`src/hw/rtl/s2r_pkg.sv`:
```
// ----------------------------------------------------------------------------
// s2r_pkg
// Shared constants and types for the scalar to RGB colormap pipeline.
// ----------------------------------------------------------------------------
package s2r_pkg;

  localparam int unsigned VALUE_WIDTH_DEF = 24;
  localparam int unsigned QFRAC_DEF       = 16;

  // map modes
  localparam logic [2:0] MODE_DIVERGING = 3'd0;
  localparam logic [2:0] MODE_HOT       = 3'd1;
  localparam logic [2:0] MODE_COLD      = 3'd2;
  localparam logic [2:0] MODE_JET       = 3'd3;
  localparam logic [2:0] MODE_CYCLIC    = 3'd4;
  localparam logic [2:0] MODE_GRAY     = 3'd5;
  localparam logic [2:0] MODE_BLUE      = 3'd6;

  // configuration register indexes
  localparam logic [1:0] CFG_MAP_MODE  = 2'd0;
  localparam logic [1:0] CFG_RANGE_MIN = 2'd1;
  localparam logic [1:0] CFG_RANGE_MAX = 2'd2;

  localparam logic [7:0] COLOR_FULL = 8'd255;
  localparam logic [7:0] JET_BASE   = 8'd144;
  localparam logic [7:0] JET_SPAN   = 8'd111;
  localparam logic [7:0] POS_BASE   = 8'd192;
  localparam logic [7:0] POS_SPAN   = 8'd63;

  // source of one colour channel, picked before the fraction is known
  typedef enum logic [3:0] {
    SRC_ZERO,
    SRC_FULL,
    SRC_UP,
    SRC_DOWN,
    SRC_INV_UP,
    SRC_INV_DOWN,
    SRC_JET,
    SRC_POS,
    SRC_HALF
  } src_e;

  typedef struct packed {
    src_e red;
    src_e green;
    src_e blue;
  } chan_sel_t;

endpackage

```
`src/hw/rtl/s2r_band.sv`:
```
// ----------------------------------------------------------------------------
// s2r_band
// Picks the band, the channel sources and the divider operands per map.
// ----------------------------------------------------------------------------
module s2r_band import s2r_pkg::*; #(
  parameter int unsigned VALUE_WIDTH = VALUE_WIDTH_DEF
) (
  input  logic                   clk_i,
  input  logic                   rst_ni,
  input  logic                   adv_i,
  input  logic                   valid_i,
  input  logic [2:0]             mode_i,
  input  logic [VALUE_WIDTH-1:0] sample_i,
  input  logic [VALUE_WIDTH-1:0] min_i,
  input  logic [VALUE_WIDTH-1:0] max_i,
  input  logic [VALUE_WIDTH:0]   diff_i,
  input  logic [VALUE_WIDTH:0]   span_i,
  input  logic [VALUE_WIDTH-1:0] rem_i,
  output logic                   valid_o,
  output chan_sel_t              sel_o,
  output logic [VALUE_WIDTH-1:0] num_o,
  output logic [VALUE_WIDTH-1:0] den_o
);

  localparam int unsigned V  = VALUE_WIDTH;
  localparam int unsigned TW = VALUE_WIDTH + 3;

  // stage A: wrapped offset and band thresholds
  logic [V-1:0]  x_d, w_d;
  logic [TW-1:0] r1_d;

  logic          a_vld_q;
  logic [2:0]    a_mode_q;
  logic [V-1:0]  a_smp_q, a_min_q, a_max_q, a_x_q;
  logic [V:0]    a_diff_q, a_span_q;
  logic [TW-1:0] a_t3_q, a_t4_q, a_r1_q, a_r2_q, a_r3_q;

  assign w_d  = (diff_i[V] && (rem_i != '0)) ? (span_i[V-1:0] - rem_i) : rem_i;
  assign x_d  = (mode_i == MODE_CYCLIC) ? w_d : diff_i[V-1:0];
  assign r1_d = TW'(span_i[V-1:0]);

  always_ff @(posedge clk_i or negedge rst_ni) begin
    if (!rst_ni) begin
      a_vld_q <= 1'b0;
    end else if (adv_i) begin
      a_vld_q <= valid_i;
    end
  end

  always_ff @(posedge clk_i) begin
    if (adv_i) begin
      a_mode_q <= mode_i;
      a_smp_q  <= sample_i;
      a_min_q  <= min_i;
      a_max_q  <= max_i;
      a_diff_q <= diff_i;
      a_span_q <= span_i;
      a_x_q    <= x_d;
      a_t3_q   <= TW'(x_d) + (TW'(x_d) << 1);
      a_t4_q   <= TW'(x_d) << 2;
      a_r1_q   <= r1_d;
      a_r2_q   <= {r1_d[TW-2:0], 1'b0};
      a_r3_q   <= r1_d + {r1_d[TW-2:0], 1'b0};
    end
  end

  // stage B: classification
  logic          empty, dneg, dge, vpos, vge_max, vzero;
  logic [TW-1:0] t3_m1, t3_m2, t4_m1, t4_m2, t4_m3;
  logic [V-1:0]  neg_min;
  chan_sel_t     sel_d;
  logic [V-1:0]  num_d, den_d;

  assign empty   = !($signed(a_span_q) > $signed({(V+1){1'b0}}));
  assign dneg    = a_diff_q[V];
  assign dge     = $signed(a_diff_q) >= $signed(a_span_q);
  assign vpos    = $signed(a_smp_q) > $signed({V{1'b0}});
  assign vge_max = $signed(a_smp_q) >= $signed(a_max_q);
  assign vzero   = (a_smp_q == '0);
  assign t3_m1   = a_t3_q - a_r1_q;
  assign t3_m2   = a_t3_q - a_r2_q;
  assign t4_m1   = a_t4_q - a_r1_q;
  assign t4_m2   = a_t4_q - a_r2_q;
  assign t4_m3   = a_t4_q - a_r3_q;
  assign neg_min = '0 - a_min_q;

  always_comb begin
    sel_d = '{red: SRC_ZERO, green: SRC_ZERO, blue: SRC_ZERO};
    num_d = '0;
    den_d = a_span_q[V-1:0];
    case (a_mode_q)
      MODE_HOT, MODE_COLD: begin
        if (dneg) begin
          sel_d = '{red: SRC_ZERO, green: SRC_ZERO, blue: SRC_ZERO};
        end else if (dge) begin
          sel_d = '{red: SRC_FULL, green: SRC_FULL, blue: SRC_FULL};
        end else if (a_t3_q < a_r1_q) begin
          sel_d = '{red: SRC_UP, green: SRC_ZERO, blue: SRC_ZERO};
          num_d = a_t3_q[V-1:0];
        end else if (a_t3_q < a_r2_q) begin
          sel_d = '{red: SRC_FULL, green: SRC_UP, blue: SRC_ZERO};
          num_d = t3_m1[V-1:0];
        end else begin
          sel_d = '{red: SRC_FULL, green: SRC_FULL, blue: SRC_UP};
          num_d = t3_m2[V-1:0];
        end
        // cold is hot with red and blue swapped
        if (a_mode_q == MODE_COLD) begin
          sel_d = '{red: sel_d.blue, green: sel_d.green, blue: sel_d.red};
        end
      end
      MODE_JET: begin
        if (dneg) begin
          sel_d = '{red: SRC_ZERO, green: SRC_ZERO, blue: SRC_ZERO};
        end else if (dge) begin
          sel_d = '{red: SRC_FULL, green: SRC_ZERO, blue: SRC_ZERO};
        end else if (a_t4_q < a_r1_q) begin
          sel_d = '{red: SRC_ZERO, green: SRC_ZERO, blue: SRC_JET};
          num_d = a_t4_q[V-1:0];
        end else if (a_t4_q < a_r2_q) begin
          sel_d = '{red: SRC_ZERO, green: SRC_UP, blue: SRC_FULL};
          num_d = t4_m1[V-1:0];
        end else if (a_t4_q < a_r3_q) begin
          sel_d = '{red: SRC_UP, green: SRC_FULL, blue: SRC_INV_UP};
          num_d = t4_m2[V-1:0];
        end else begin
          sel_d = '{red: SRC_FULL, green: SRC_DOWN, blue: SRC_ZERO};
          num_d = t4_m3[V-1:0];
        end
      end
      MODE_CYCLIC: begin
        if (a_t3_q < a_r1_q) begin
          sel_d = '{red: SRC_DOWN, green: SRC_ZERO, blue: SRC_INV_DOWN};
          num_d = a_t3_q[V-1:0];
        end else if (a_t3_q < a_r2_q) begin
          sel_d = '{red: SRC_ZERO, green: SRC_UP, blue: SRC_INV_UP};
          num_d = t3_m1[V-1:0];
        end else begin
          sel_d = '{red: SRC_UP, green: SRC_INV_UP, blue: SRC_ZERO};
          num_d = t3_m2[V-1:0];
        end
      end
      MODE_GRAY: begin
        num_d = a_x_q;
        if (dneg) begin
          sel_d = '{red: SRC_ZERO, green: SRC_ZERO, blue: SRC_ZERO};
        end else if (dge) begin
          sel_d = '{red: SRC_FULL, green: SRC_FULL, blue: SRC_FULL};
        end else begin
          sel_d = '{red: SRC_UP, green: SRC_UP, blue: SRC_UP};
        end
      end
      MODE_BLUE: begin
        num_d = a_x_q;
        if (dneg) begin
          sel_d = '{red: SRC_ZERO, green: SRC_ZERO, blue: SRC_ZERO};
        end else if (dge) begin
          sel_d = '{red: SRC_ZERO, green: SRC_ZERO, blue: SRC_FULL};
        end else begin
          sel_d = '{red: SRC_ZERO, green: SRC_ZERO, blue: SRC_UP};
        end
      end
      default: begin
        // diverging, also taken by the unused mode code
        if (vpos) begin
          num_d = a_smp_q;
          den_d = a_max_q;
          if (vge_max) begin
            sel_d = '{red: SRC_FULL, green: SRC_FULL, blue: SRC_FULL};
          end else begin
            sel_d = '{red: SRC_POS, green: SRC_UP, blue: SRC_HALF};
          end
        end else begin
          num_d = a_diff_q[V-1:0];
          den_d = neg_min;
          if (dneg) begin
            sel_d = '{red: SRC_ZERO, green: SRC_ZERO, blue: SRC_ZERO};
          end else if (vzero) begin
            sel_d = '{red: SRC_ZERO, green: SRC_FULL, blue: SRC_FULL};
          end else begin
            sel_d = '{red: SRC_ZERO, green: SRC_UP, blue: SRC_HALF};
          end
        end
      end
    endcase
    if (empty) begin
      sel_d = '{red: SRC_ZERO, green: SRC_ZERO, blue: SRC_ZERO};
    end
    // keep the divisor nonzero where no fraction is used
    if (den_d == '0) begin
      den_d = V'(1);
    end
  end

  always_ff @(posedge clk_i or negedge rst_ni) begin
    if (!rst_ni) begin
      valid_o <= 1'b0;
    end else if (adv_i) begin
      valid_o <= a_vld_q;
    end
  end

  always_ff @(posedge clk_i) begin
    if (adv_i) begin
      sel_o <= sel_d;
      num_o <= num_d;
      den_o <= den_d;
    end
  end

endmodule

```
`config.mk`:
```
export PLATFORM = sky130hd
export DESIGN_NAME = s2r_band
export DESIGN_NICKNAME = d
export VERILOG_FILES = /design/src/hw/rtl/s2r_pkg.sv /design/src/hw/rtl/s2r_band.sv
export SDC_FILE = /design/constraint.sdc
export NUM_CORES = 1
export LEC_CHECK = 0
export ABC_AREA = 1
export BUFFER_PORTS_ARGS = -buffer_cell sky130_fd_sc_hd__clkbuf_2
export CORE_UTILIZATION = 26
export CTS_CLUSTER_SIZE = 40
export DETAILED_ROUTE_END_ITERATION = 12
export PLACE_DENSITY_LB_ADDON = 0.3
export SLEW_MARGIN = 20
export SYNTH_ARGS = -nofsm -noshare
export SYNTH_HDL_FRONTEND = slang
export SYNTH_SLANG_ARGS = --single-unit
export TNS_END_PERCENT = 100
```
`constraint.sdc`:
```
create_clock -name clk_i -period 3.1 [get_ports clk_i]
set_clock_uncertainty 0.05 [all_clocks]
set_input_delay 0.155 -clock clk_i [delete_from_list [all_inputs] [get_ports clk_i]]
set_output_delay 0.155 -clock clk_i [all_outputs]
set_load 0.01 [all_outputs]
```
# Word level (Yosys, flattened, before mapping)
# Cells that the tools add are included.
[totals] reg_bits=287 input_bits=153 out_inout_bits=61
[classes] add_sub_neg=9 magnitude_cmp=9 eq_ne=7 mux=36 n_reduce_logical=7
[ops] op="$mux 24" count=14
[ops] op="$sub 24x24->24" count=6
[ops] op="$mux 10" count=12
[ops] op="$pmux 24 s4" count=1
[ops] op="$pmux 12 s5" count=1
[ops] op="$add 24x25->26" count=2
[ops] op="$lt 26x24->1" count=2
[ops] op="$lt 26x25->1" count=2
[ops] op="$logic_not 24->1" count=2
[ops] op="$lt 26x26->1" count=1
[ops] op="$ge 25x25->1" count=1
[ops] op="$gt 25x1->1 const B" count=1
[ops] op="$ge 24x24->1" count=1
[ops] op="$gt 24x1->1 const B" count=1
[ops] op="$mux 12" count=2
[ops] op="$reduce_bool 24->1" count=1
[ops] op="$sub 1x24->24 const A" count=1
[ops] op="$mux 6" count=3
[ops] op="$eq 3x3->1 const B" count=4
[ops] op="$mux 11" count=1
[ops] op="$eq 3x2->1 const B" count=2
[ops] op="$reduce_or 6->1" count=1
[ops] op="$mux 2" count=2
[ops] op="$reduce_or 2->1" count=2
[ops] op="2 further kinds" count=2

# Logic depth before layout (Yosys ltp)
# Gate-level depths: netlist (run 1).
[depth] depth_word=7 ltp_mapped=29 ltp_nobuf=28

# Worst setup path after synthesis (run 1)
# Ideal clock, no wire load.
[synth_timing] kind="in2reg" from="in rem_i[23]" to="reg a_t3_q[21] (data pin)" setup_ps=261 arrival_ps=3202 setup_slack_ps=-414 path_stages=25 cell_sequence="nor2_1 nand3_1 nor2_1 nand3_1 nand2_1 clkbuf_1 clkbuf_1 a21oi_1 nor2_1 ha_1 inv_1 fa_1 nand3b_1 nand2_1 nand2_1 inv_1 nand2_1 nand2_1 a21boi_1 o21ai_1 nand2_1 o211ai_1 a21boi_1 o21ai_2 xor2_1"
[synth_via] elab_chain_cells=5
[synth_rtl] element="start: declaration" line_no="s2r_band.sv:18" rtl="input logic [VALUE_WIDTH-1:0] rem_i,"
[synth_rtl] element="$reduce_bool 24->1" line_no="s2r_band.sv:38" rtl="assign w_d = (diff_i[V] && (rem_i != '0)) ? (span_i[V-1:0] - rem_i) : rem_i;"
[synth_rtl] element="$logic_and 1x1->1" line_no="s2r_band.sv:38"
[synth_rtl] element="$mux 24" line_no="s2r_band.sv:38"
[synth_rtl] element="$mux 24" line_no="s2r_band.sv:39" rtl="assign x_d = (mode_i == MODE_CYCLIC) ? w_d : diff_i[V-1:0];"
[synth_rtl] element="named net x_d[0]" line_no="s2r_band.sv:29" rtl="logic [V-1:0] x_d, w_d;"
[synth_rtl] element="$add 24x25->26" line_no="s2r_band.sv:59" rtl="a_t3_q <= TW'(x_d) + (TW'(x_d) << 1);"
[synth_rtl] element="end signal: assignment" line_no="s2r_band.sv:59"
[synth_rtl] element="end: declaration" line_no="s2r_band.sv:36" rtl="logic [TW-1:0] a_t3_q, a_t4_q, a_r1_q, a_r2_q, a_r3_q;"
# The timed path passes the listed nets, and every way through them passes these cells.
# A chain may end at the register's enable or synchronous reset.

# Worst setup path in the final report (run 1)
[layout_timing] from="reg a_span_q[6]" to="reg num_o[9] (data pin)"
[layout_via] elab_chain_cells=4
[layout_rtl] element="start: declaration" line_no="s2r_band.sv:35" rtl="logic [V:0] a_diff_q, a_span_q;"
[layout_rtl] element="start signal: assignment" line_no="s2r_band.sv:57" rtl="a_span_q <= span_i;"
[layout_rtl] element="$ge 25x25->1 *" line_no="s2r_band.sv:76" rtl="assign dge = $signed(a_diff_q) >= $signed(a_span_q);"
[layout_rtl] element="$mux 24, on equally long branches" line_no="s2r_band.sv:115, s2r_band.sv:95"
[layout_rtl] element="$mux 24, on equally long branches" line_no="s2r_band.sv:113, s2r_band.sv:93"
[layout_rtl] element="$pmux 24 s4 *" line_no="s2r_band.sv:91" rtl="case (a_mode_q)"
[layout_rtl] element="named net num_d[9]" line_no="s2r_band.sv:72" rtl="logic [V-1:0] num_d, den_d;"
[layout_rtl] element="end signal: assignment" line_no="s2r_band.sv:206" rtl="num_o <= num_d;"
[layout_rtl] element="end: declaration" line_no="s2r_band.sv:21" rtl="output logic [VALUE_WIDTH-1:0] num_o,"
# The timed path passes the listed nets; every way through them passes the cells marked *.

==> Implementation_results.wiki, run 1 <==
{| class="wikitable"
! Metric !! Value
|-
| Status || finished, violations left
|-
| Violated checks || negative setup slack
|-
| Vertical extent of the die || 296.8 µm
|-
| Synthesized instance count || 2875
|-
| Final period demand of the worst path || 3.143 ns
|-
| Max-cap viol count || 0
|-
| GRT overflow || 0
|-
| Highest attainable clock frequency || 0.3182 GHz
|-
| FFs w/ async S/R, synth || 0.007722
|-
| Flop2flop setup slack || -0.04 ns
|-
| Synth Area per Inst || 7.858 µm²
|-
| Highest-delay cell along the critical path || edfxtp_1
|-
| Commonest non-fill, non-tap cells in the layout || buf_4, nand2_1, inv_1
|-
| Most used cell along the critical path || nand4_1
|-
| Hold WC Path Type || in -> reg
|-
| Port Buf Inserts || 211
|-
| Core ar. || 85680 µm²
|-
| Number of antenna violations at the first check in global routing || 3
|-
| Measured slew at the worst slew-check pin || 0.8854 ns
|-
| Die area || 88080 µm²
|-
| Arrival @ worst endpoint || 3.30 ns
|-
| Required arrival time at the worst endpoint || 3.26 ns
|-
| Clock Latency Late Sink || 0.59 ns
|-
| Number of top-level pins || 214
|-
| Period Utilization, post-route || 1.014
|-
| Die width || 296.8 µm
|-
| Leakage power summed over all cells || 16.17 nW
|-
| Clock power share || 0.213
|-
| Predominant post-synthesis flop cell || edfxtp_1
|-
| Post-synth EDFFs || 257
|-
| Total number of clock tree sinks || 259
|-
| Aggregate routed wire length || 107.0 mm
|-
| Antenna diode count || 0
|-
| Wire length of the first global-routing pass || 152.8 mm
|-
| Synth Cell Area || 22590 µm²
|-
| Via count || 25152
|-
| Distinct cells, synth || 64
|-
| Maximum clock path buffer count || 3
|-
| Remaining design rule violation count || 0
|-
| CTS root buffer || clkbuf_16
|-
| Leading post-synthesis cells by cell area || edfxtp_1, ha_1, nand2_1
|-
| Portion of total power attributed to sequential cells || 0.257
|-
| Crit Path Max Fanout || 4
|-
| Final standard cell utilization of the core || 0.4103
|-
| Via count of the first global-routing pass || 24154
|-
| Number of buffers added by the clock tree synthesis step || 34
|-
| TritonCTS clock tree || built
|-
| Average vias per placed instance || 4.889
|-
| Flip-flop and latch count after synthesis || 259
|-
| Worst Slack Setup Final || -0.04264 ns
|-
| Final Net Count || 4375
|-
| Maximum number of pins on one net before global-route repair || 80
|-
| Post-place instance area || 30540 µm²
|-
| Tot Pwr || 18.43 mW
|-
| Number of nets with antenna violations after detailed routing || 0
|-
| All-Layer GR Usage || 0.2326
|-
| Setup repair after global routing missed its margin || true
|-
| Rel. slew slack || 0.4043
|-
| Pint || 11.00 mW
|-
| Fraction of power spent switching nets || 0.4032
|-
| Worst Path Class, Setup || reg -> reg
|-
| First-pass DRT Iterations || 6
|-
| Gate power share || 0.530
|-
| Syn. warnings || 0
|-
| Floorplan row count || 107
|-
| Type of destination of the critical path || flop
|-
| Final setup violation count || 3
|-
| Worst path max stage delay || 0.52 ns
|-
| Fin area || 35150 µm²
|-
| Synth-to-Final Area Change || 55.59%
|-
| Leading cell type in the layout, fill and taps excluded || buf_4
|-
| Clock transition at the register clock pins on the worst setup and hold paths after CTS || 0.06 ns
|-
| Max H-tree Level || 2
|-
| Pwr dens || 524.3 nW/µm²
|-
| Proportion of layout cells with a drive suffix above 1 || 0.3514
|-
| Placer's final routability congestion estimate || 0.9754
|-
| Drt first-iter violations || 1936
|-
| Critical path startpoint category || flop
|-
| Final Max Tran Viols || 0
|-
| Switching component of the power || 7.432 mW
|-
| Initial core utilization || 0.2637
|-
| Area fraction of the dominant cell type after synthesis || 0.3416
|-
| Share of synthesized area occupied by flip-flops and latches || 0.3438
|-
| Peak ir drop on the vdd network || 412.2 µV
|-
| Average wire per cell in the routed design || 20.81 µm
|-
| Cell taking the most area after synthesis || edfxtp_1
|-
| Series of cell instances along the critical path || inv_4 > buf_6 > ha_1 > a21oi_1 > o21ai_0 > a21oi_1 > o21ai_1 > nand4_1 > nand3_1 > nand2_1 > nand2_2 > nand3_1 > buf_4 > inv_1 > nand4_1 > nand4_1
|-
| Count of endpoints failing hold in the final timing report || 0
|-
| Half-perimeter wire length of the detailed placement result || 87.98 mm
|}
[synthesized netlist by cell type (all sizes together) (25+ instances only)]
master / n
or2: 25
nor2: 293
o21ai: 183
xor2: 91
nand3: 172
inv: 335
ha: 241
edfxtp: 257
nand4: 56
buf: 28
xnor2: 54
nor3: 41
o211ai: 45
a21oi: 279
nand2: 577
[cell type report]
type / instances / area, µm²
inverters: 336 / 1297
repair inverters: 1 / 8.758
clock inverters: 25 / 259.0
fillers: 8737 / 50530
well taps: 1144 / 1431
clock buffers: 37 / 862.1
multi-input cells: 2236 / 14870
flip-flops and latches: 259 / 7767
repair buffers: 1107 / 8658
[final timing paths]
kind,from,end,cells after the start
worst max register to register,a_span_q[6],num_o[9],16
worst max-delay path,a_span_q[6],num_o[9],16
max in group asynchronous,rst_ni,a_vld_q,3
worst min register to register,a_vld_q,valid_o,2
min in group asynchronous,rst_ni,valid_o,3
worst min-delay path,rem_i[2],a_x_q[2],5
[layer usage]
metal,global-route usage,vias up,wire length [µm]
met5,0,-,19
met4,0.09795,2,5375
met2,0.3855,859,49040
met1,0.3024,11851,46220
li1,-,12250,-
met3,0.03058,190,6394
[kinds of logic after synthesis]
kind of cell	count (synthesis)	share of synthesized area
AND/OR/NAND/NOR	1208	0.2326
AO/OA/AOI/OAI	634	0.1620
buffers and inverters	381	0.06640
flip-flops	259	0.3438
adder cells (fa/ha/maj)	247	0.1388
XOR/XNOR	145	0.05621
other	1	0.0001660
[what timing repair did]
item                                    in CTS  in global routing
gates resized for setup                     80                341
hold buffers                               128                  1
pin swaps                                   27                114
gates cloned                                 0                  2
endpoints found under the setup margin      25                 47
endpoints found under the hold margin      174                  1
buffers inserted                            19                 40
[critical path: cells and delay by family (launching register included)]
| kind | cells | cell delay (ns) |
|---|---|---|
| buffers and inverters | 4 | 0.60 |
| and+or+nand+nor | 7 | 0.87 |
| adders and majority gates | 1 | 0.24 |
| DFF | 1 | 0.52 |
| AOI/OAI and AO/OA | 4 | 0.48 |
[power groups by stage]
stage | clock network (mW) | registers [mW] | logic, mW
global route | 4.12 | 4.75 | 10.6
global placement | 0 | 4.80 | 8.52
CTS | 3.98 | 4.72 | 8.92
finish | 3.93 | 4.73 | 9.77
detailed placement | 0 | 4.80 | 8.51
floorplan | 0 | 4.67 | 4.18
[registers in the layout (all words and copies together) (netlist names)]
name,cells
den_o,24
num_o,24
sel_o,10
a_r3_q,25
valid_o,1
a_diff_q,25
a_mode_q,3
a_smp_q,24
a_x_q,24
a_max_q,24
a_vld_q,1
a_span_q,25
a_min_q,24
a_t3_q,25
[per-stage QoR]
step / setup WS (ns) / cells / TNS (ns) / hold slack [ns]
6_report: -0.04264 / 5145 / -0.05604 / 0.1842
3_3_place_gp: -0.5019 / 4896 / -8.848 / -0.1075
2_1_floorplan: -0.1279 / 2876 / -0.3291 / -0.1906
3_5_place_dp: -0.5349 / 4896 / -9.549 / -0.1061
5_1_grt: -0.1325 / 5145 / -0.5888 / 0.2043
4_1_cts: -0.002954 / 5105 / -0.002954 / 0.01022
Note: power is estimated with default switching activity, not from simulation.
==> inputs of run 2 (changes only) <==
--- a/config.mk
+++ b/config.mk
@@ -10,6 +10,7 @@
 export CORE_UTILIZATION = 26
 export CTS_CLUSTER_SIZE = 40
 export DETAILED_ROUTE_END_ITERATION = 12
+export GPL_TIMING_DRIVEN = 0
 export PLACE_DENSITY_LB_ADDON = 0.3
 export SLEW_MARGIN = 20
 export SYNTH_ARGS = -nofsm -noshare
==> run 2 against run 1 <==
Effect of this change:
- die area is the same
- critical path depth grew 1
- sequential power grew 2%
- register-to-register slack lost 0.09 ns
- highest routed layer is now met4
- fmax shrank 2.7%
- the flow still finishes with violations (negative setup slack)
- first-iteration DRC count grew 19%
- clock power grew 6.9%
- critical path type unchanged
- sequential share of layout area grew 1.6 points
- worst hold slack lost 0.064 ns
==> Implementation_results.wiki, run 2 (synthesized netlist as in run 1, its figures left out) <==
{| class="wikitable"
! Metric !! Value
|-
| Clock power share || 0.237 (+0.024)
|-
| CTS root buffer || clkbuf_16
|-
| Rel. slew slack || 0.4699 (+0.06558)
|-
| Number of top-level pins || 214 (unchanged)
|-
| Clock Latency Late Sink || 0.57 ns (-0.02 ns)
|-
| CP delay by family, top || simple AND/OR/NAND/NOR gates
|-
| Placer's final routability congestion estimate || 0.9992 (+2.4%)
|-
| Half-perimeter wire length of the detailed placement result || 77.25 mm (-12%)
|-
| Most heavily used metal layer in global routing || met2
|-
| Average vias per placed instance || 5.128 (+4.9%)
|-
| Period Utilization, post-route || 1.042 (+0.02832)
|-
| Depth of the worst register-to-register path || 17 (+1)
|-
| Die width || 296.8 µm (unchanged)
|-
| Gate power share || 0.491 (-0.039)
|-
| All-Layer GR Usage || 0.2250 (-0.007529)
|-
| Highest-delay cell along the critical path || edfxtp_1
|-
| Pwr dens || 539.8 nW/µm² (+3.0%)
|-
| Endpoint with the worst hold slack || a_x_q[2]
|-
| Average wire per cell in the routed design || 22.23 µm (+6.9%)
|-
| Initial core utilization || 0.2637 (unchanged)
|-
| Total number of clock tree sinks || 259 (unchanged)
|-
| Met3 routing resource usage after global routing || 0.02721 (-0.003365)
|-
| GRT overflow || 0 (unchanged)
|-
| Via count || 23957 (-4.8%)
|-
| Status || finished, violations left
|-
| Hold path depth || 3 (-2)
|-
| Fraction of power spent switching nets || 0.4128 (+0.009526)
|-
| Count of endpoints failing hold in the final timing report || 0 (unchanged)
|-
| Crit Path Max Fanout || 5 (+1)
|-
| Hold WC Path Type || in -> reg
|-
| Global Route met2 Usage || 0.3635 (-0.02197)
|-
| Wire length of the first global-routing pass || 147.4 mm (-3.6%)
|-
| Hold slack final || 0.1199 ns (-0.06429 ns)
|-
| Endpoint of the lowest-slack register-to-register path || num_o[10]
|-
| Worst Path Class, Setup || reg -> reg
|-
| Highest attainable clock frequency || 0.3096 GHz (-2.7%)
|-
| Flop2flop setup slack || -0.13 ns (-0.09 ns)
|-
| Bufs and invs on worst path || 5 (+1)
|-
| Aggregate routed wire length || 103.9 mm (-3.0%)
|-
| Tot Pwr || 17.71 mW (-3.9%)
|-
| Type of destination of the critical path || flop
|-
| Final standard cell utilization of the core || 0.3829 (-0.02737)
|-
| Measured slew at the worst slew-check pin || 0.7868 ns (-0.09852 ns)
|-
| Drt first-iter violations || 2308 (+19%)
|-
| Portion of total power attributed to sequential cells || 0.272 (+0.015)
|-
| Series of cell instances along the critical path || clkinvlp_4 > buf_6 > fa_2 > nand3_2 > nand3_2 > nand2_2 > nand2_2 > nand2_4 > inv_2 > nand2_2 > nand2_2 > nand3_2 > nand2_4 > buf_8 > buf_6 > o211ai_1 > nand4_1
|-
| Final Net Count || 3903 (-11%)
|-
| Number of buffers added by the clock tree synthesis step || 34 (unchanged)
|-
| Post-Place Setup Slack || -1.218 ns (-0.6827 ns)
|-
| Floorplan row count || 107 (unchanged)
|-
| Leading cell type in the layout, fill and taps excluded || nand2_1
|-
| Critical path startpoint category || flop
|-
| Final Max Tran Viols || 0 (unchanged)
|-
| Antenna diode count || 0 (unchanged)
|-
| Peak ir drop on the vdd network || 306.8 µV (-26%)
|-
| Vertical extent of the die || 296.8 µm (unchanged)
|-
| TritonCTS clock tree || built
|-
| Violated checks || negative setup slack
|-
| Leakage power summed over all cells || 13.96 nW (-14%)
|-
| Number of nets with antenna violations after detailed routing || 0 (unchanged)
|-
| Count of filler cells inserted in the layout || 8776 (+0.45%)
|-
| Most used cell along the critical path || nand2_2
|-
| Core ar. || 85680 µm² (unchanged)
|-
| Startpoint of the lowest-slack hold path || rem_i[2]
|-
| Die area || 88080 µm² (unchanged)
|-
| Proportion of layout cells with a drive suffix above 1 || 0.3044 (-0.04699)
|-
| Pint || 10.40 mW (-5.4%)
|-
| Number of antenna violations at the first check in global routing || 0 (-3)
|-
| Clock transition at the register clock pins on the worst setup and hold paths after CTS || 0.06 ns (about the same)
|-
| Maximum number of pins on one net before global-route repair || 94 (+18%)
|-
| Commonest non-fill, non-tap cells in the layout || nand2_1, inv_1, edfxtp_1
|-
| Synth-to-Final Area Change || 45.21%
|-
| Switching component of the power || 7.310 mW (-1.6%)
|-
| Max-cap viol count || 0 (unchanged)
|-
| Final setup violation count || 20 (+17)
|-
| Final total negative setup slack || -1.384 ns (-1.328 ns)
|-
| Port Buf Inserts || 211 (unchanged)
|-
| Max H-tree Level || 2 (unchanged)
|-
| Worst reg2reg startpoint || a_span_q[1]
|-
| Required arrival time at the worst endpoint || 3.29 ns (+0.03 ns)
|-
| Final period demand of the worst path || 3.230 ns (+0.08778 ns)
|-
| Worst path max stage delay || 0.47 ns (-0.05 ns)
|-
| Setup repair after global routing missed its margin || true
|-
| Remaining design rule violation count || 0 (unchanged)
|-
| Arrival @ worst endpoint || 3.42 ns (+0.12 ns)
|-
| First-pass DRT Iterations || 6 (unchanged)
|-
| Worst Slack Setup Final || -0.1304 ns (-0.08778 ns)
|-
| Global-route met1 utilization || 0.3018 (-0.0006784)
|-
| Via count of the first global-routing pass || 22661 (-6.2%)
|-
| Startpoint of the worst setup timing path || a_span_q[1]
|-
| Maximum clock path buffer count || 3 (unchanged)
|}
[run 2: cell types whose count changed in the layout (fill, tap and decap cells not counted), sizes merged, moves of 3 or more]
cell | before | now
clkinv | 18 | 10
clkinvlp | 7 | 27
inv | 336 | 314
dlygate4sd3 | 128 | 131
bufinv | 1 | 5
buf | 773 | 293
clkbuf | 242 | 252
[run 2: what timing repair did]
item | in CTS | in global routing
endpoints found under the setup margin | 48 | 45
cloned | 6 | 0
buffers inserted | 182 | 60
endpoints found under the hold margin | 153 | 2
hold buffers | 129 | 2
pin swaps | 114 | 128
resized for setup | 406 | 330
[run 2: cell type report]
cell class                      count  area (µm²)  share of cell area
Buffer                             45       431.7             0.01316
Clock buffer                       41       897.1             0.02734
Clock inverter                     20       284.0            0.008657
Inverter                          336        1415             0.04313
Multi-Input combinational cell   2236       15780              0.4810
Sequential cell                   259        7767              0.2368
Tap cell                         1144        1431             0.04363
Timing Repair Buffer              591        4801              0.1463
[run 2: per-stage QoR]
step                      cells  cell area, µm²
after floorplan            2876           22660
after global placement     4231           25150
after detailed placement   4234           25240
after CTS                  4612           31030
after global routing       4672           32810
final                      4672           32810
[run 2: worst register-to-register path, cell delays in order (launching register included)]
cell and delay (ns):
edfxtp_1 0.47, clkinvlp_4 0.26, buf_6 0.18, fa_2 0.36, nand3_2 0.09, nand3_2 0.08
nand2_2 0.08, nand2_2 0.06, nand2_4 0.09, inv_2 0.05, nand2_2 0.05, nand2_2 0.07
nand3_2 0.08, nand2_4 0.10, buf_8 0.17, buf_6 0.13, o211ai_1 0.29, nand4_1 0.23
[run 2: worst max-delay path by stage]
| stage | depth (start not counted) | slack (ns) | end |
|---|---|---|---|
| after detailed placement | 22 | -1.22 | a_t3_q[25] |
| after global routing | 15 | -0.22 | num_o[8] |
| after floorplan | 24 | -0.13 | a_t3_q[21] |
| after global placement | 2 | -2.79 | a_vld_q |
| after CTS | 15 | -0.08 | num_o[2] |
| final | 17 | -0.13 | num_o[10] |
[run 2: routing by layer]
| metal | up-vias | part of all wire |
|---|---|---|
| li1 | 11324 | - |
| met1 | 11332 | 0.42 |
| met2 | 1069 | 0.45 |
| met3 | 232 | 0.076 |
| met4 | 0 | 0.052 |
| met5 | - | 0 |
[run 2: power by group through the flow]
stage | Clock [mW] | Combinational, mW | Sequential (mW)
after floorplan | 0 | 4.18 | 4.67
after global placement | 0 | 6.27 | 4.93
after detailed placement | 0 | 6.26 | 4.89
after CTS | 4.24 | 7.80 | 4.81
after global routing | 4.38 | 9.33 | 4.83
final | 4.20 | 8.70 | 4.81
